--- src/rtl/core/cbfc_pkg.sv ---
// ----------------------------------------------------------------------------
// cbfc_pkg
// types and fixed constants shared by the frustum culler core files
// ----------------------------------------------------------------------------
package cbfc_pkg;

    // input selector codes
    typedef enum logic [1:0] {
        FUNC_BEGIN = 2'd0,
        FUNC_ADD   = 2'd1,
        FUNC_PLANE = 2'd2,
        FUNC_CULL  = 2'd3
    } func_t;

    // configuration register indexes
    localparam logic [1:0] CFG_CAPACITY   = 2'd0;
    localparam logic [1:0] CFG_CHUNK_SIZE = 2'd1;
    localparam logic [1:0] CFG_CHUNKING   = 2'd2;

    // result kinds
    localparam logic KIND_ADD  = 1'b0;
    localparam logic KIND_CULL = 1'b1;

    localparam int CFG_W       = 13;
    localparam int CFG_IDX_W   = 2;
    localparam int SLOT_W      = 12;
    localparam int CHUNK_NUM_W = 6;
    localparam int PLANE_W     = 32;
    localparam int NUM_PLANES  = 6;
    localparam int PLANE_SEL_W = 3;
    localparam int POS_W       = 32;
    localparam int IN_TDATA_W  = 232;
    localparam int OUT_TDATA_W = 24;
    localparam int WIDE_W      = 18;
    localparam int ACC_SHIFT   = 16;

    localparam logic [CFG_W-1:0] RST_CAPACITY   = 13'd4096;
    localparam logic [CFG_W-1:0] RST_CHUNK_SIZE = 13'd64;
    localparam logic [CFG_W-1:0] ZERO_CHUNK_SUB = 13'd64;

endpackage

--- src/rtl/core/cbfc_mac.sv ---
// ----------------------------------------------------------------------------
// cbfc_mac
// shared multiply-accumulate unit for plane distances
// ----------------------------------------------------------------------------
module cbfc_mac #(
    parameter int COORD_BITS = 32
) (
    input  logic                         clk,
    input  logic                         first,
    input  logic signed [31:0]           n,
    input  logic signed [COORD_BITS-1:0] v,
    input  logic signed [31:0]           d,
    output logic                         neg
);

    localparam int PW = COORD_BITS + 32;
    localparam int AW = PW + 3;

    logic signed [PW-1:0] prod_reg;
    logic signed [AW-1:0] acc_reg;
    logic signed [AW-1:0] sum;

    // product register, then accumulate; the offset term seeds the sum
    always_ff @(posedge clk)
    begin
        prod_reg <= PW'(n) * PW'(v);
        if (first)
        begin
            acc_reg <= AW'(d) <<< cbfc_pkg::ACC_SHIFT;
        end
        else
        begin
            acc_reg <= acc_reg + AW'(prod_reg);
        end
    end

    // final distance sign
    assign sum = acc_reg + AW'(prod_reg);
    assign neg = sum[AW-1];

endmodule

--- config.mk ---
export PLATFORM = sky130hd
export DESIGN_NAME = cbfc_mac
export DESIGN_NICKNAME = d
export VERILOG_FILES = /design/src/rtl/core/cbfc_pkg.sv /design/src/rtl/core/cbfc_mac.sv
export SDC_FILE = /design/constraint.sdc
export NUM_CORES = 2
export LEC_CHECK = 0
export BUFFER_PORTS_ARGS = -buffer_cell sky130_fd_sc_hd__buf_2
export CAP_MARGIN = 20
export CORE_MARGIN = 2
export CORE_UTILIZATION = 70
export CTS_CLUSTER_DIAMETER = 200
export DETAILED_ROUTE_END_ITERATION = 16
export GPL_TIMING_DRIVEN = 0
export PLACE_DENSITY = 0.88
export SYNTH_ARGS = -nofsm -noshare
export SYNTH_HDL_FRONTEND = slang
export SYNTH_SLANG_ARGS = --single-unit
--- constraint.sdc ---
create_clock -name clk -period 28.5 [get_ports clk]
set_input_delay 5.7 -clock clk [delete_from_list [all_inputs] [get_ports clk]]
set_output_delay 5.7 -clock clk [all_outputs]
set_load 0.01 [all_outputs]
== Yosys cells after proc, flatten, opt, wreduce, memory -nomap -nowiden ==
Index checks and enable logic that the tools add are counted.

* Logic and storage cells: 6
* Latch bits: 0
* Flip-flop bits (word level): 131
* Memory bits (writable): 0
* Output and inout port bits: 1
* Input bits: 98
* Memories kept: 0
* Bits in read-only memories: 0

* Add/sub/neg operators: 1
* Reductions and logical operators: 0
* Muxes and demuxes: 1
* Magnitude comparators: 0
* Divide/modulo/power cells: 0
* Multiply operators: 1
* Eq/ne operators: 0
* Shifts and indexed selects: 0
* Bitwise logic cells: 0

{| class="wikitable"
|+ Operators with widths
! kind !! count
|-
| 67-bit by 64-bit adder with 67-bit output || 1
|-
| 67-bit two-way mux || 1
|-
| 32-bit by 32-bit multiplier with 64-bit output || 1
|}

== Depth between registers and ports, before layout ==
* Depth in word-level cells: 2
* Gate-level depth with buffers: 29
* Mapped depth without buffers: 28

== Least setup slack after synthesis ==
OpenSTA, ideal clock, no wires.

* Path kind: input port to flip-flop
* Start point: in n[31]
* End point: reg prod_reg[62]
* Path buffers: 1
* Stages: 28
* Data arrival time: 13036 ps
* Library setup time: 72 ps
* Data required time: 28428 ps
* Path slack: 15392 ps
* Cells stage by stage: clkbuf_1 nand2_1 inv_1 fa_1 inv_1 fa_1 fa_1 inv_1 fa_1 inv_1 fa_1 inv_1 fa_1 inv_1 fa_1 inv_1 fa_1 ha_1 a21o_1 a21o_1 a21oi_1 o21ai_0 a221o_1 nor3_1 a21oi_1 a21o_1 a21oi_1 xnor2_1

* Cells in the longest elaborated chain, start to end: 1

{| class="wikitable"
|+ Ends and longest elaborated chain
! element !! line !! text
|-
| from (decl) || cbfc_mac.sv:10 || <nowiki>input logic signed [31:0] n,</nowiki>
|-
| 32-bit by 32-bit multiplier with 64-bit output || cbfc_mac.sv:26 || <nowiki>prod_reg <= PW'(n) * PW'(v);</nowiki>
|-
| to (signal assigned) || cbfc_mac.sv:26 ||
|-
| to (decl) || cbfc_mac.sv:19 || <nowiki>logic signed [PW-1:0] prod_reg;</nowiki>
|}

No other way between the ends.
A chain may end at the register's enable or synchronous reset.

== Worst setup path after layout ==
* Start point: in v[5]
* End point: reg prod_reg[62]

* Cells in the longest elaborated chain, start to end: 1

{| class="wikitable"
|+ Ends and longest elaborated chain
! element !! line !! text
|-
| from (decl) || cbfc_mac.sv:11 || <nowiki>input logic signed [COORD_BITS-1:0] v,</nowiki>
|-
| 32-bit by 32-bit multiplier with 64-bit output || cbfc_mac.sv:26 ||
|}

No other way between the ends.

==> flow_metrics.tcl <==
set metrics [dict create \
    status "finished, final reports clean" \
    worst_hold_slack_ns 0.560 \
    synth-seq-cells 131 \
    ys_types 88 \
    syn_avg_cell_area_um2 9.30 \
    row_count 90 \
    drc 0 \
    grt_util_all_layers 0.497 \
    synth_edf_count 0 \
    drt-total-wl_um 150000 \
    use_met3 0.158 \
    holdBufCountCts 0 \
    clock.fmax_mhz 67.5 \
    core_mm2 0.0605 \
    finClkSkew_ns 0.0180 \
    synth_ff_type "dfxtp_1" \
    drtIter0Drc 3487 \
    dp_hpwl_um 121000 \
    drive_above_1_share 0.0395 \
    synthCells 4615 \
    cts.sinks 131 \
    grt_pass1_wl_um 224000 \
    worst_slew_pin_slew_ns 1.29 \
    clk_pin_slew_ns 0.06 \
    ff2ff_setup_slack_ns 24.67 \
    synth_area_leader_cell "fa_1" \
    syn_area_mm2 0.0429 \
    num_vias 34300 \
    regToRegEndpoint "acc_reg[62]$_DFF_P_" \
    final_cell_mix "fa_1, inv_1, nand2_1" \
    layout_commonest_cell "fa_1" \
    busiest_layer "met2" \
    finish.utilization 0.747 \
    critPathArrivalTime_ns 15.19 \
    cap_violations 0 \
    ys_warn_count 0 \
    rsz0062_at_grt "false" \
    via_per_inst 6.18 \
    holdPathStages 2 \
    ctsLongestPathBuffers 2 \
    min_from "acc_reg[0]$_SDFF_PP0_" \
    maxSlewViolCount 0 \
    htree_levels 4 \
    gp_congestion 1.10 \
    cp.required_ns 28.87 \
    io_buffers 97 \
    dp_cells 5496 \
    cp_common_cell "fa_1" \
    cp_slowest_cell "fa_1" \
    slowest_delay_ns 0.97 \
    crit_path_end_kind "register" \
    grt.met2_usage 0.743 \
    synth_top_cell_area_share 0.505 \
    fp.dieW_um 252 \
    timing.final.crit_share 0.520 \
    grt_util_met1 0.600 \
    slew_headroom 0.140 \
    cts_tree "built" \
    numCtsBuffers 17 \
    wl_per_cell_um 26.9 \
    worstPathMaxFanout 10 \
    critical_path_class "input pin to register" \
    ant_nets 0 \
    largest_register_ffs 67 \
    ys_seq_area_frac 0.0611 \
    nets 6172 \
    synth_nets 6046 \
    cp_num_buf_inv 9 \
    overflow 0 \
    synthToLayoutAreaGrowth_pct 5.27 \
    min_path_type "register to register" \
    async_flop_share 0 \
    num_io_pins 99 \
    worstRegToRegCells 14 \
    cts-resized-gates 0 \
    period_minus_slack_ns 14.82 \
    first_pass_iters 6 \
    synthTopCellsByArea "fa_1, inv_1, and2_1, ha_1, dfxtp_1" \
    antenna_found_initial 18 \
    cp_top_family "adder cells" \
    fill_cells 4366 \
    post-cts-setup-buffers 0 \
    setup_viol 0 \
    grt_pass1_vias 36900 \
    root_buffer "clkbuf_16" \
    finalNonFillerCells 5554 \
    grt_max_degree 18 \
    r2r-start "prod_reg[0]$_DFF_P_" \
    start_kind "input pin" \
    die-area_mm2 0.0633 \
    tns_ns 0 \
    fp.dieH_um 252 \
    min_to "acc_reg[0]$_SDFF_PP0_" \
    start_util 0.709 \
    clk_latency_ns 0.44 \
    hold_viol 0 \
]
[kinds of logic after synthesis]
family,synth area share
and+or+nand+nor,0.155
adders and majority gates,0.578
xor gates and xnor gates,0.0274
buffers and inverters,0.109
AOI/OAI and AO/OA,0.0694
DFF,0.0611
[tightest hold or removal path, stage by stage, from the launching register on]
cell,delay (ns)
dfxtp_1,0.31
ha_1,0.11
nor2b_1,0.11
[metal layers]
layer | share of wire | up-vias
li1 | - | 14000
met1 | 0.33 | 17100
met3 | 0.14 | 787
met5 | 0.00015 | -
met2 | 0.43 | 2499
met4 | 0.10 | 4
[cell usage after synthesis, drive strengths merged, types with 2 or more instances]
library cell,n
fa,1083
inv,1007
nand2,574
and2,531
ha,250
clkbuf,213
a21oi,142
dfxtp,131
o21ai,115
nor2,92
xnor2,89
a21o,71
xor2,45
nand4,31
o21bai,30
nor3,20
nand2b,15
buf,14
a211oi,13
nand3,13
o21a,10
a21boi,9
nor2b,9
nor4,9
a31oi,8
and3,8
a221oi,7
o211ai,7
o31ai,7
o31a,6
a31o,5
a41oi,5
and4,5
or2,4
a221o,3
a311oi,3
or3,3
a22oi,2
a311o,2
clkinv,2
nor3b,2
o22ai,2
o311ai,2
[cell type report]
type,instances,area [um2],share of cell area
antenna,18,45.0,0.000997
buffer,227,881,0.0195
clock buffer,17,425,0.00942
clock inverter,15,163,0.00360
inverter,1009,3790,0.0839
multi-input combinational,3248,35600,0.788
sequential,131,2620,0.0581
tap,782,978,0.0217
timing repair buffer,107,651,0.0144
[worst max-delay path by stage]
stage	from	endpoint	cells past startpoint
final	v[5]	prod_reg[62]$_DFF_P_	29
after floorplan	n[31]	prod_reg[62]$_DFF_P_	28
after CTS	v[8]	prod_reg[62]$_DFF_P_	27
after detailed placement	v[8]	prod_reg[62]$_DFF_P_	27
after global placement	v[8]	prod_reg[62]$_DFF_P_	27
after global routing	v[5]	prod_reg[62]$_DFF_P_	29
[metrics by stage]
| step | worst slack (ns) | instance area [um2] |
|---|---|---|
| floorplan | 15.39 | 42900 |
| global placement | 13.53 | 44400 |
| detailed placement | 13.32 | 44400 |
| CTS | 13.76 | 45000 |
| global route | 13.42 | 45100 |
| finish | 13.68 | 45200 |
Power is left out: the tool's default activity adds up to more than one toggle a clock period on the data nets, which glitch-free logic cannot reach.
