[config.mk]
export PLATFORM = sky130hd
export DESIGN_NAME = cbfc_ram
export DESIGN_NICKNAME = d
export VERILOG_FILES = /design/src/rtl/core/cbfc_ram.sv
export SDC_FILE = /design/constraint.sdc
export NUM_CORES = 1
export LEC_CHECK = 0
export ABC_CLOCK_PERIOD_IN_PS = 1800
export BUFFER_PORTS_ARGS = -buffer_cell sky130_fd_sc_hd__buf_4
export CAP_MARGIN = 20
export CORE_MARGIN = 5
export CORE_UTILIZATION = 40
export DETAILED_ROUTE_END_ITERATION = 10
export GPL_TIMING_DRIVEN = 0
export SLEW_MARGIN = 5
export SYNTH_ARGS = -nofsm -noshare
export SYNTH_HDL_FRONTEND = slang
export SYNTH_SLANG_ARGS = --single-unit
[constraint.sdc]
create_clock -name clk -period 1.8 [get_ports clk]
set_input_delay 0.36 -clock clk [delete_from_list [all_inputs] [get_ports clk]]
set_output_delay 0.36 -clock clk [all_outputs]
set_load 0.03 [all_outputs]
[src/rtl/core/cbfc_ram.sv]
// ----------------------------------------------------------------------------
// cbfc_ram
// generic single-write, single-read ram with registered read data
// ----------------------------------------------------------------------------
module cbfc_ram #(
    parameter int WIDTH = 8,
    parameter int DEPTH = 16
) (
    input  logic                                    clk,
    input  logic                                    we,
    input  logic [((DEPTH > 1) ? $clog2(DEPTH) : 1)-1:0] waddr,
    input  logic [WIDTH-1:0]                        wdata,
    input  logic                                    re,
    input  logic [((DEPTH > 1) ? $clog2(DEPTH) : 1)-1:0] raddr,
    output logic [WIDTH-1:0]                        rdata
);

    logic [WIDTH-1:0] mem [DEPTH];

    // write port
    always_ff @(posedge clk)
    begin
        if (we)
        begin
            mem[waddr] <= wdata;
        end
    end

    // registered read port
    always_ff @(posedge clk)
    begin
        if (re)
        begin
            rdata <= mem[raddr];
        end
    end

endmodule

# Yosys cells after proc, flatten, opt, wreduce, memory -nomap -nowiden
# Memory sizes are Yosys's and may differ from the RTL's. A register that Yosys moved wholly into a read port is not among the register bits.
# Index checks and enable logic that the tools add are counted.
[word_totals]
regBits = 0
latchBits = 0
ramBits = 128
romBits = 0
memories = 1
[mem_list]
columns = ["memory", "depth", "word_bits", "read_ports", "rd_ports_with_merged_regs", "write_ports", "line", "text"]
rows = [
  ["mem", 16, 8, 1, 1, 1, "18", "logic [WIDTH-1:0] mem [DEPTH];"],
]
[op_classes]
addsub = 0
mul = 0
n_div = 0
order_cmp = 0
n_eq_ne = 0
shift = 0
mux = 2
bitwise_logic = 0
reduce_logical = 0
[ops]
columns = ["operator", "n"]
rows = [
  ["two-way mux 1 bit", 2],
]

# Logic depth before layout (Yosys ltp)
# Gate-level depths: netlist of run 1.
[depth]
ltp_word = 2
ltp_mapped = 5

# Worst setup path before layout of run 1
# No wires, ideal clock.
[synth_timing]
path_type = "input-to-reg"
startpoint = "input waddr[2] in the netlist's numbering"
endpoint = "memory mem[0][0] (enable)"
t_arrival_ns = 1.470
setup_slack_ns = -0.053
cell_stages = 2
path_buffers = 0
cell_sequence = "or3b_2 nor3_1"
[synth_lines]
columns = ["item", "line", "text"]
rows = [
  ["start: declaration", "11", "input logic [((DEPTH > 1) ? $clog2(DEPTH) : 1)-1:0] waddr,"],
  ["end: declaration", "18", ""],
]
# No word-level cell before the write port.

# Final worst setup path of run 1
[layout_timing]
startpoint = "input waddr[2] in the netlist's numbering"
endpoint = "memory mem[2][4] (enable)"
# No word-level cell before the write port.

==> results of run 1 <==
-- how the worst max path moves through the flow --
stage / end / cells past startpoint
after detailed placement: mem[2][4] / 3
final: mem[2][4] / 3
after global routing: mem[2][5] / 3
after floorplan: rdata[1] / 5
after CTS: mem[2][5] / 3
after global placement: mem[8][1] / 3
-- sequential cells by signal, summed over array words and instances, names as in the netlist --
signal,flops
mem,128
rdata,8
-- area by class of cell --
class	instances	area [sq um]	share of cell area, %
multi-input combinational	83	1062	16.89
clock buffer	18	429.2	6.823
tap	172	215.2	3.422
timing repair buffer	28	207.7	3.302
buffer	10	86.33	1.373
sequential	136	4084	64.93
clock inverter	14	205.2	3.262
-- cells in the mapped netlist (2+ instances only) --
cell               n  area share [%]
nor2_1            13            0.93
nand2_1            9            0.65
buf_2              3            0.29
nand3b_1           2            0.29
edfxtp_1         136              78
clkdlybuf4s25_2    3            0.57
a22oi_1           16             2.3
buf_6              3            0.65
nor3_1             4            0.38
mux4_2            18             7.8
mux4_1            14             7.0
nand2b_1           2            0.24
-- metal layers --
layer | up-vias | part of all wire, %
li1 | 1073 | -
met5 | - | 0
met2 | 43 | 48
met1 | 1224 | 46
met4 | 0 | 2.9
met3 | 17 | 2.6
-- cells in the final DEF, fill, tap and decap left out, drive strengths merged --
cell type,instances
edfxtp,136
buf,35
mux4,32
clkbuf,18
a22oi,16
nor2,13
nand2,9
clkinv,8
bufinv,5
nor3,4
clkdlybuf4s25,3
nand3b,2
nand2b,2
nor2b,1
and2,1
and2b,1
nand3,1
or3b,1
clkinvlp,1
-- power by group through the flow --
stage,registers [mW],clock network [mW],logic (mW)
6_report,3.58,3.68,0.386
5_1_grt,3.59,3.86,0.416
4_1_cts,3.58,3.71,0.393
3_5_place_dp,3.65,0,0.391
3_3_place_gp,3.65,0,0.381
2_1_floorplan,3.68,0,0.180
-- stage by stage --
stage	cell area [sq um]	setup slack (ps)
final	6290	105.2
after global placement	5635	-369.6
after detailed placement	5655	-294.4
after CTS	6290	129.0
after global routing	6290	77.14
after floorplan	5233	157.6
-- logic make-up after synthesis --
kind of cell           synth area share (%)
multiplexers                          14.79
buffers and inverters                 1.651
AND/OR/NAND/NOR                       3.136
AO/OA/AOI/OAI                         2.298
flip-flops                            78.12
==> impl_metrics.prom, run 1 <==
# TYPE chip_impl_metric gauge
chip_impl_metric{name="drt_drc_violations_left",unit=""} 0
chip_impl_metric{name="layoutNonFillerInstCount",unit=""} 461
chip_impl_metric{name="cts_hold_buf",unit=""} 0
chip_impl_metric{name="min_period_over_period",unit="%"} 94.16
chip_impl_metric{name="cells_after_synth",unit=""} 229
chip_impl_metric{name="hold_violations",unit=""} 0
chip_impl_info{name="crit_type",value="in2reg"} 1
chip_impl_metric{name="fin_crit",unit="ps"} 1695
chip_impl_info{name="clock_tree_root_driver_cell",value="clkbuf_16"} 1
chip_impl_metric{name="critical-path-max-stage-delay",unit="ps"} 690
chip_impl_metric{name="worst_hold_path.num_cells",unit=""} 1
chip_impl_metric{name="leakage_dissipation",unit="nW"} 2.106
chip_impl_metric{name="antenna_left",unit=""} 0
chip_impl_metric{name="clkSlewWorstSetupHoldPaths",unit="ps"} 60
chip_impl_metric{name="grt_first_pass_wirelength",unit="mm"} 14.97
chip_impl_metric{name="post_synth.cell_area_avg",unit="sq um"} 22.83
chip_impl_info{name="worstPathCellList",value="buf_4 -> or3b_2 -> nor2_1"} 1
chip_impl_metric{name="final.fill_count",unit=""} 1042
chip_impl_metric{name="power_frac_seq",unit="%"} 46.9
chip_impl_info{name="path_class_of_the_lowest_slack_min_delay_path",value="in2reg"} 1
chip_impl_metric{name="grtUsageMet2",unit="%"} 20.39
chip_impl_info{name="cpLargestDelayFamily",value="simple AND/OR/NAND/NOR gates"} 1
chip_impl_metric{name="number_of_global_route_vias_before_repair",unit=""} 2456
chip_impl_metric{name="synth_enable_flop_cells",unit=""} 136
chip_impl_metric{name="floorplan.initialDensity",unit="%"} 41.09
chip_impl_metric{name="num_cts_buffers",unit=""} 17
chip_impl_metric{name="post_synth_instance_area",unit="sq um"} 5228
chip_impl_metric{name="tns",unit="ps"} 0
chip_impl_metric{name="drive_above_1_share",unit="%"} 30.80
chip_impl_metric{name="synth-seq-cells",unit=""} 136
chip_impl_info{name="worst_path_max_delay_cell",value="nor2_1"} 1
chip_impl_metric{name="routed_via_density",unit=""} 5.113
chip_impl_metric{name="core-area",unit="sq um"} 12720
chip_impl_metric{name="ioPinCount",unit=""} 27
chip_impl_metric{name="ctsLongestPathBuffers",unit=""} 2
chip_impl_metric{name="setup.reg_to_reg.worst_slack",unit="ps"} 200
chip_impl_metric{name="drt-wirelength-per-cell",unit="um"} 21.72
chip_impl_info{name="tritoncts",value="done"} 1
chip_impl_metric{name="clock_insertion_delay_worst_skew",unit="ps"} 410
chip_impl_metric{name="syn2layout_area_growth",unit="%"} 20.32
chip_impl_metric{name="worst_relative_slew_slack",unit="%"} 41.75
chip_impl_metric{name="worstPathArrival",unit="ps"} 1720
chip_impl_metric{name="h-tree-depth",unit=""} 4
chip_impl_metric{name="grt_use_met3",unit="%"} 3.645
chip_impl_info{name="synth_ff_type",value="edfxtp_1"} 1
chip_impl_metric{name="die_h",unit="um"} 124.3
chip_impl_metric{name="antenna_cells",unit=""} 0
chip_impl_info{name="grt_setup_unrepaired",value="no"} 1
chip_impl_metric{name="clock_power_share",unit="%"} 48.1
chip_impl_metric{name="r2r_cells",unit=""} 3
chip_impl_metric{name="max_slew_violations",unit=""} 0
chip_impl_metric{name="cp_num_buf_inv",unit=""} 1
chip_impl_metric{name="p_comb_share",unit="%"} 5.0
chip_impl_metric{name="cts.repair.resized",unit=""} 0
chip_impl_metric{name="postSynth.asyncResetShare",unit="%"} 0
chip_impl_metric{name="met1_capacity_usage_during_global_routing",unit="%"} 18.40
chip_impl_metric{name="maxCapViolations",unit=""} 0
chip_impl_metric{name="worst_ep_required_time",unit="ps"} 1830
chip_impl_metric{name="finalPower",unit="mW"} 7.648
chip_impl_metric{name="cp_max_fo",unit=""} 8
chip_impl_metric{name="clkSinkCount",unit=""} 136
chip_impl_metric{name="synth-seq-area-share",unit="%"} 78.12
chip_impl_metric{name="synth-warning-count",unit=""} 0
chip_impl_metric{name="grt_start_max_net_pins",unit=""} 17
chip_impl_info{name="crit_path_start_kind",value="input port"} 1
chip_impl_metric{name="vdd_ir_drop_max",unit="V"} 0.0006430
chip_impl_metric{name="detailedRoute.firstIterationViolations",unit=""} 147
chip_impl_metric{name="die_area",unit="sq um"} 15460
chip_impl_info{name="worstSetupEndpointType",value="flip-flop"} 1
chip_impl_metric{name="antenna_found_initial",unit=""} 0
chip_impl_metric{name="fp.dieW",unit="um"} 124.3
chip_impl_metric{name="grt_remaining_overflow",unit=""} 0
chip_impl_metric{name="setup-violations-final",unit=""} 0
chip_impl_metric{name="post_synth_num_cell_types",unit=""} 18
chip_impl_metric{name="post-cts-setup-buffers",unit=""} 0
chip_impl_metric{name="rows",unit=""} 41
chip_impl_metric{name="place_congestion",unit=""} 0.7304
chip_impl_metric{name="intPower",unit="mW"} 6.171
chip_impl_metric{name="dp_cells",unit=""} 429
chip_impl_metric{name="number_of_nets_in_the_synthesized_netlist",unit=""} 248
chip_impl_metric{name="worst_hold_margin",unit="ps"} 233.3
chip_impl_metric{name="grt_use_total",unit="%"} 13.61
chip_impl_metric{name="wl",unit="mm"} 10.01
chip_impl_metric{name="route.vias.total",unit=""} 2357
chip_impl_metric{name="net-switching-power",unit="mW"} 1.477
chip_impl_metric{name="finish.utilization",unit="%"} 49.44
chip_impl_metric{name="final.setup_skew",unit="ps"} 11.56
chip_impl_info{name="worst_hold_path.endpoint",value="rdata[1]"} 1
chip_impl_info{name="critical_path.reg2reg.endpoint",value="rdata[0]"} 1
chip_impl_metric{name="pre_antenna_drt_iters",unit=""} 4
chip_impl_metric{name="power.density",unit="nW/um^2"} 1216
chip_impl_info{name="r2r-start",value="mem[4][0]"} 1
chip_impl_info{name="timing.critical_path.from",value="waddr[2]"} 1
chip_impl_info{name="run_status",value="completed"} 1
chip_impl_info{name="hold_path.startpoint",value="re"} 1
chip_impl_metric{name="layout.nets",unit=""} 295
chip_impl_metric{name="dp_hpwl",unit="mm"} 6.421
chip_impl_metric{name="io_buffer_count",unit=""} 25
chip_impl_metric{name="worst_slew_pin_slew",unit="ps"} 870.5
chip_impl_metric{name="fmax_achieved",unit="MHz"} 590.0
chip_impl_info{name="grt.busiest_layer",value="met2"} 1
chip_impl_metric{name="power.switching_fraction",unit="%"} 19.31
Power figures use the tool's default switching activity.
==> inputs of run 2 (changes only) <==
- REMOVE_ABC_BUFFERS: not set -> 1
==> impl_metrics.prom, run 2 (synthesis results as in run 1) <==
# TYPE chip_impl_metric gauge
chip_impl_info{name="worst_path_max_delay_cell",value="nor3_2"} 1
chip_impl_metric{name="vdd_ir_drop_max",unit="V"} 0.0004959
chip_impl_metric{name="post-cts-setup-buffers",unit=""} 0
chip_impl_metric{name="worst_hold_margin",unit="ps"} 230.1
chip_impl_info{name="layout_common_cells",value="136 x edfxtp_1, 25 x buf_4, 18 x mux4_2"} 1
chip_impl_metric{name="antenna_found_initial",unit=""} 0
chip_impl_info{name="run_status",value="completed"} 1
chip_impl_metric{name="worst_relative_slew_slack",unit="%"} 38.59
chip_impl_metric{name="routed_via_density",unit=""} 5.269
chip_impl_metric{name="grt_use_total",unit="%"} 13.48
chip_impl_metric{name="route.vias.total",unit=""} 2366
chip_impl_metric{name="die_area",unit="sq um"} 15460
chip_impl_metric{name="grt_first_pass_wirelength",unit="mm"} 15.24
chip_impl_metric{name="h-tree-depth",unit=""} 4
chip_impl_metric{name="number_of_global_route_vias_before_repair",unit=""} 2562
chip_impl_metric{name="place_worst_setup_slack",unit="ps"} -462.3
chip_impl_metric{name="fmax_achieved",unit="MHz"} 587.4
chip_impl_info{name="layout_commonest_cell",value="edfxtp_1"} 1
chip_impl_info{name="tritoncts",value="done"} 1
chip_impl_metric{name="clkSlewWorstSetupHoldPaths",unit="ps"} 50
chip_impl_metric{name="clkSinkCount",unit=""} 136
chip_impl_info{name="cpLargestDelayFamily",value="simple AND/OR/NAND/NOR gates"} 1
chip_impl_metric{name="drive_above_1_share",unit="%"} 26.71
chip_impl_metric{name="final.setup_skew",unit="ps"} 4.298
chip_impl_metric{name="die_h",unit="um"} 124.3
chip_impl_metric{name="cp_num_buf_inv",unit=""} 1
chip_impl_info{name="crit_path_start_kind",value="input port"} 1
chip_impl_metric{name="setup-violations-final",unit=""} 0
chip_impl_metric{name="layoutNonFillerInstCount",unit=""} 449
chip_impl_info{name="crit_type",value="in2reg"} 1
chip_impl_metric{name="cts_hold_buf",unit=""} 0
chip_impl_metric{name="dp_hpwl",unit="mm"} 6.014
chip_impl_metric{name="critical-path-max-stage-delay",unit="ps"} 720
chip_impl_info{name="register_with_the_most_flip_flops",value="mem"} 1
chip_impl_metric{name="worstPathArrival",unit="ps"} 1730
chip_impl_metric{name="antenna_cells",unit=""} 0
chip_impl_info{name="path_class_of_the_lowest_slack_min_delay_path",value="in2reg"} 1
chip_impl_metric{name="largest_reg_flops",unit=""} 128
chip_impl_info{name="largest_registers",value="mem: 128 flops, rdata: 8 flops"} 1
chip_impl_metric{name="postPlaceCellArea",unit="sq um"} 5572
chip_impl_info{name="worstPathCellList",value="buf_4 -> or3b_2 -> nor3_2"} 1
chip_impl_metric{name="ctsLongestPathBuffers",unit=""} 2
chip_impl_metric{name="grt_remaining_overflow",unit=""} 0
chip_impl_metric{name="worst_slew_pin_slew",unit="ps"} 916.2
chip_impl_metric{name="drt_drc_violations_left",unit=""} 0
chip_impl_metric{name="place_congestion",unit=""} 0.6739
chip_impl_metric{name="num_cts_buffers",unit=""} 17
chip_impl_metric{name="worst_ep_required_time",unit="ps"} 1830
chip_impl_metric{name="detailedRoute.firstIterationViolations",unit=""} 114
chip_impl_metric{name="floorplan.initialDensity",unit="%"} 41.09
chip_impl_metric{name="syn2layout_area_growth",unit="%"} 17.07
chip_impl_metric{name="ioPinCount",unit=""} 27
chip_impl_metric{name="min_period_over_period",unit="%"} 94.58
chip_impl_metric{name="leakage_dissipation",unit="nW"} 2.005
chip_impl_metric{name="wl",unit="mm"} 9.794
chip_impl_info{name="grt_setup_unrepaired",value="no"} 1
chip_impl_metric{name="layout.nets",unit=""} 283
chip_impl_info{name="clock_tree_root_driver_cell",value="clkbuf_16"} 1
chip_impl_metric{name="hold_violations",unit=""} 0
chip_impl_metric{name="antenna_left",unit=""} 0
chip_impl_metric{name="tns",unit="ps"} 0
chip_impl_metric{name="cts.repair.resized",unit=""} 1
chip_impl_metric{name="fp.dieW",unit="um"} 124.3
chip_impl_info{name="worstSetupEndpointType",value="flip-flop"} 1
chip_impl_metric{name="dp_cells",unit=""} 417
chip_impl_metric{name="maxCapViolations",unit=""} 0
chip_impl_metric{name="fin_crit",unit="ps"} 1702
chip_impl_metric{name="clock_insertion_delay_worst_skew",unit="ps"} 410
chip_impl_metric{name="finalInstanceArea",unit="sq um"} 6120
chip_impl_metric{name="grt_start_max_net_pins",unit=""} 33
chip_impl_metric{name="finish.utilization",unit="%"} 48.10
chip_impl_metric{name="drt-wirelength-per-cell",unit="um"} 21.81
chip_impl_metric{name="core-area",unit="sq um"} 12720
chip_impl_metric{name="cp_max_fo",unit=""} 8
chip_impl_metric{name="max_slew_violations",unit=""} 0
chip_impl_metric{name="io_buffer_count",unit=""} 26
chip_impl_metric{name="pre_antenna_drt_iters",unit=""} 4
chip_impl_metric{name="rows",unit=""} 41
chip_impl_metric{name="finalPower",unit="mW"} 7.133
chip_impl_metric{name="setup_slack",unit="ps"} 97.56
chip_impl_metric{name="power.density",unit="nW/um^2"} 1166
==> run 2: layout make-up <==
type,count,area [sq um]
fillers,1103,6603
well taps,172,215.2
flip-flops and latches,136,4084
multi-input cells,83,1077
repair buffers,26,198.9
clock inverters,13,111.4
clock buffers,19,432.9
==> run 2: final timing paths <==
| path | startpoint | to | slack [ps] | cells after the start |
|---|---|---|---|---|
| setup / recovery | waddr[2] | mem[0][6] | 100 | 3 |
| hold / removal | re | rdata[5] | 230 | 1 |
| setup reg to reg | mem[2][1] | rdata[1] | 200 | 3 |
| hold reg to reg | mem[14][3] | rdata[3] | 750 | 3 |
==> run 2: layer usage <==
layer  up-vias  share of wire [%]  track usage [%]
met5         -                  0                0
met4         0                2.0            5.996
met3        15                3.8            3.731
met2        58                 48            20.74
met1      1236                 46            17.98
li1       1057                  -                -
==> run 2: report_power, final <==
part	total [mW]	switching (mW)	internal (mW)
sequential	3.59	0.0150	3.57
clock	3.19	1.19	2.00
combinational	0.360	0.216	0.144
total	7.13	1.42	5.71
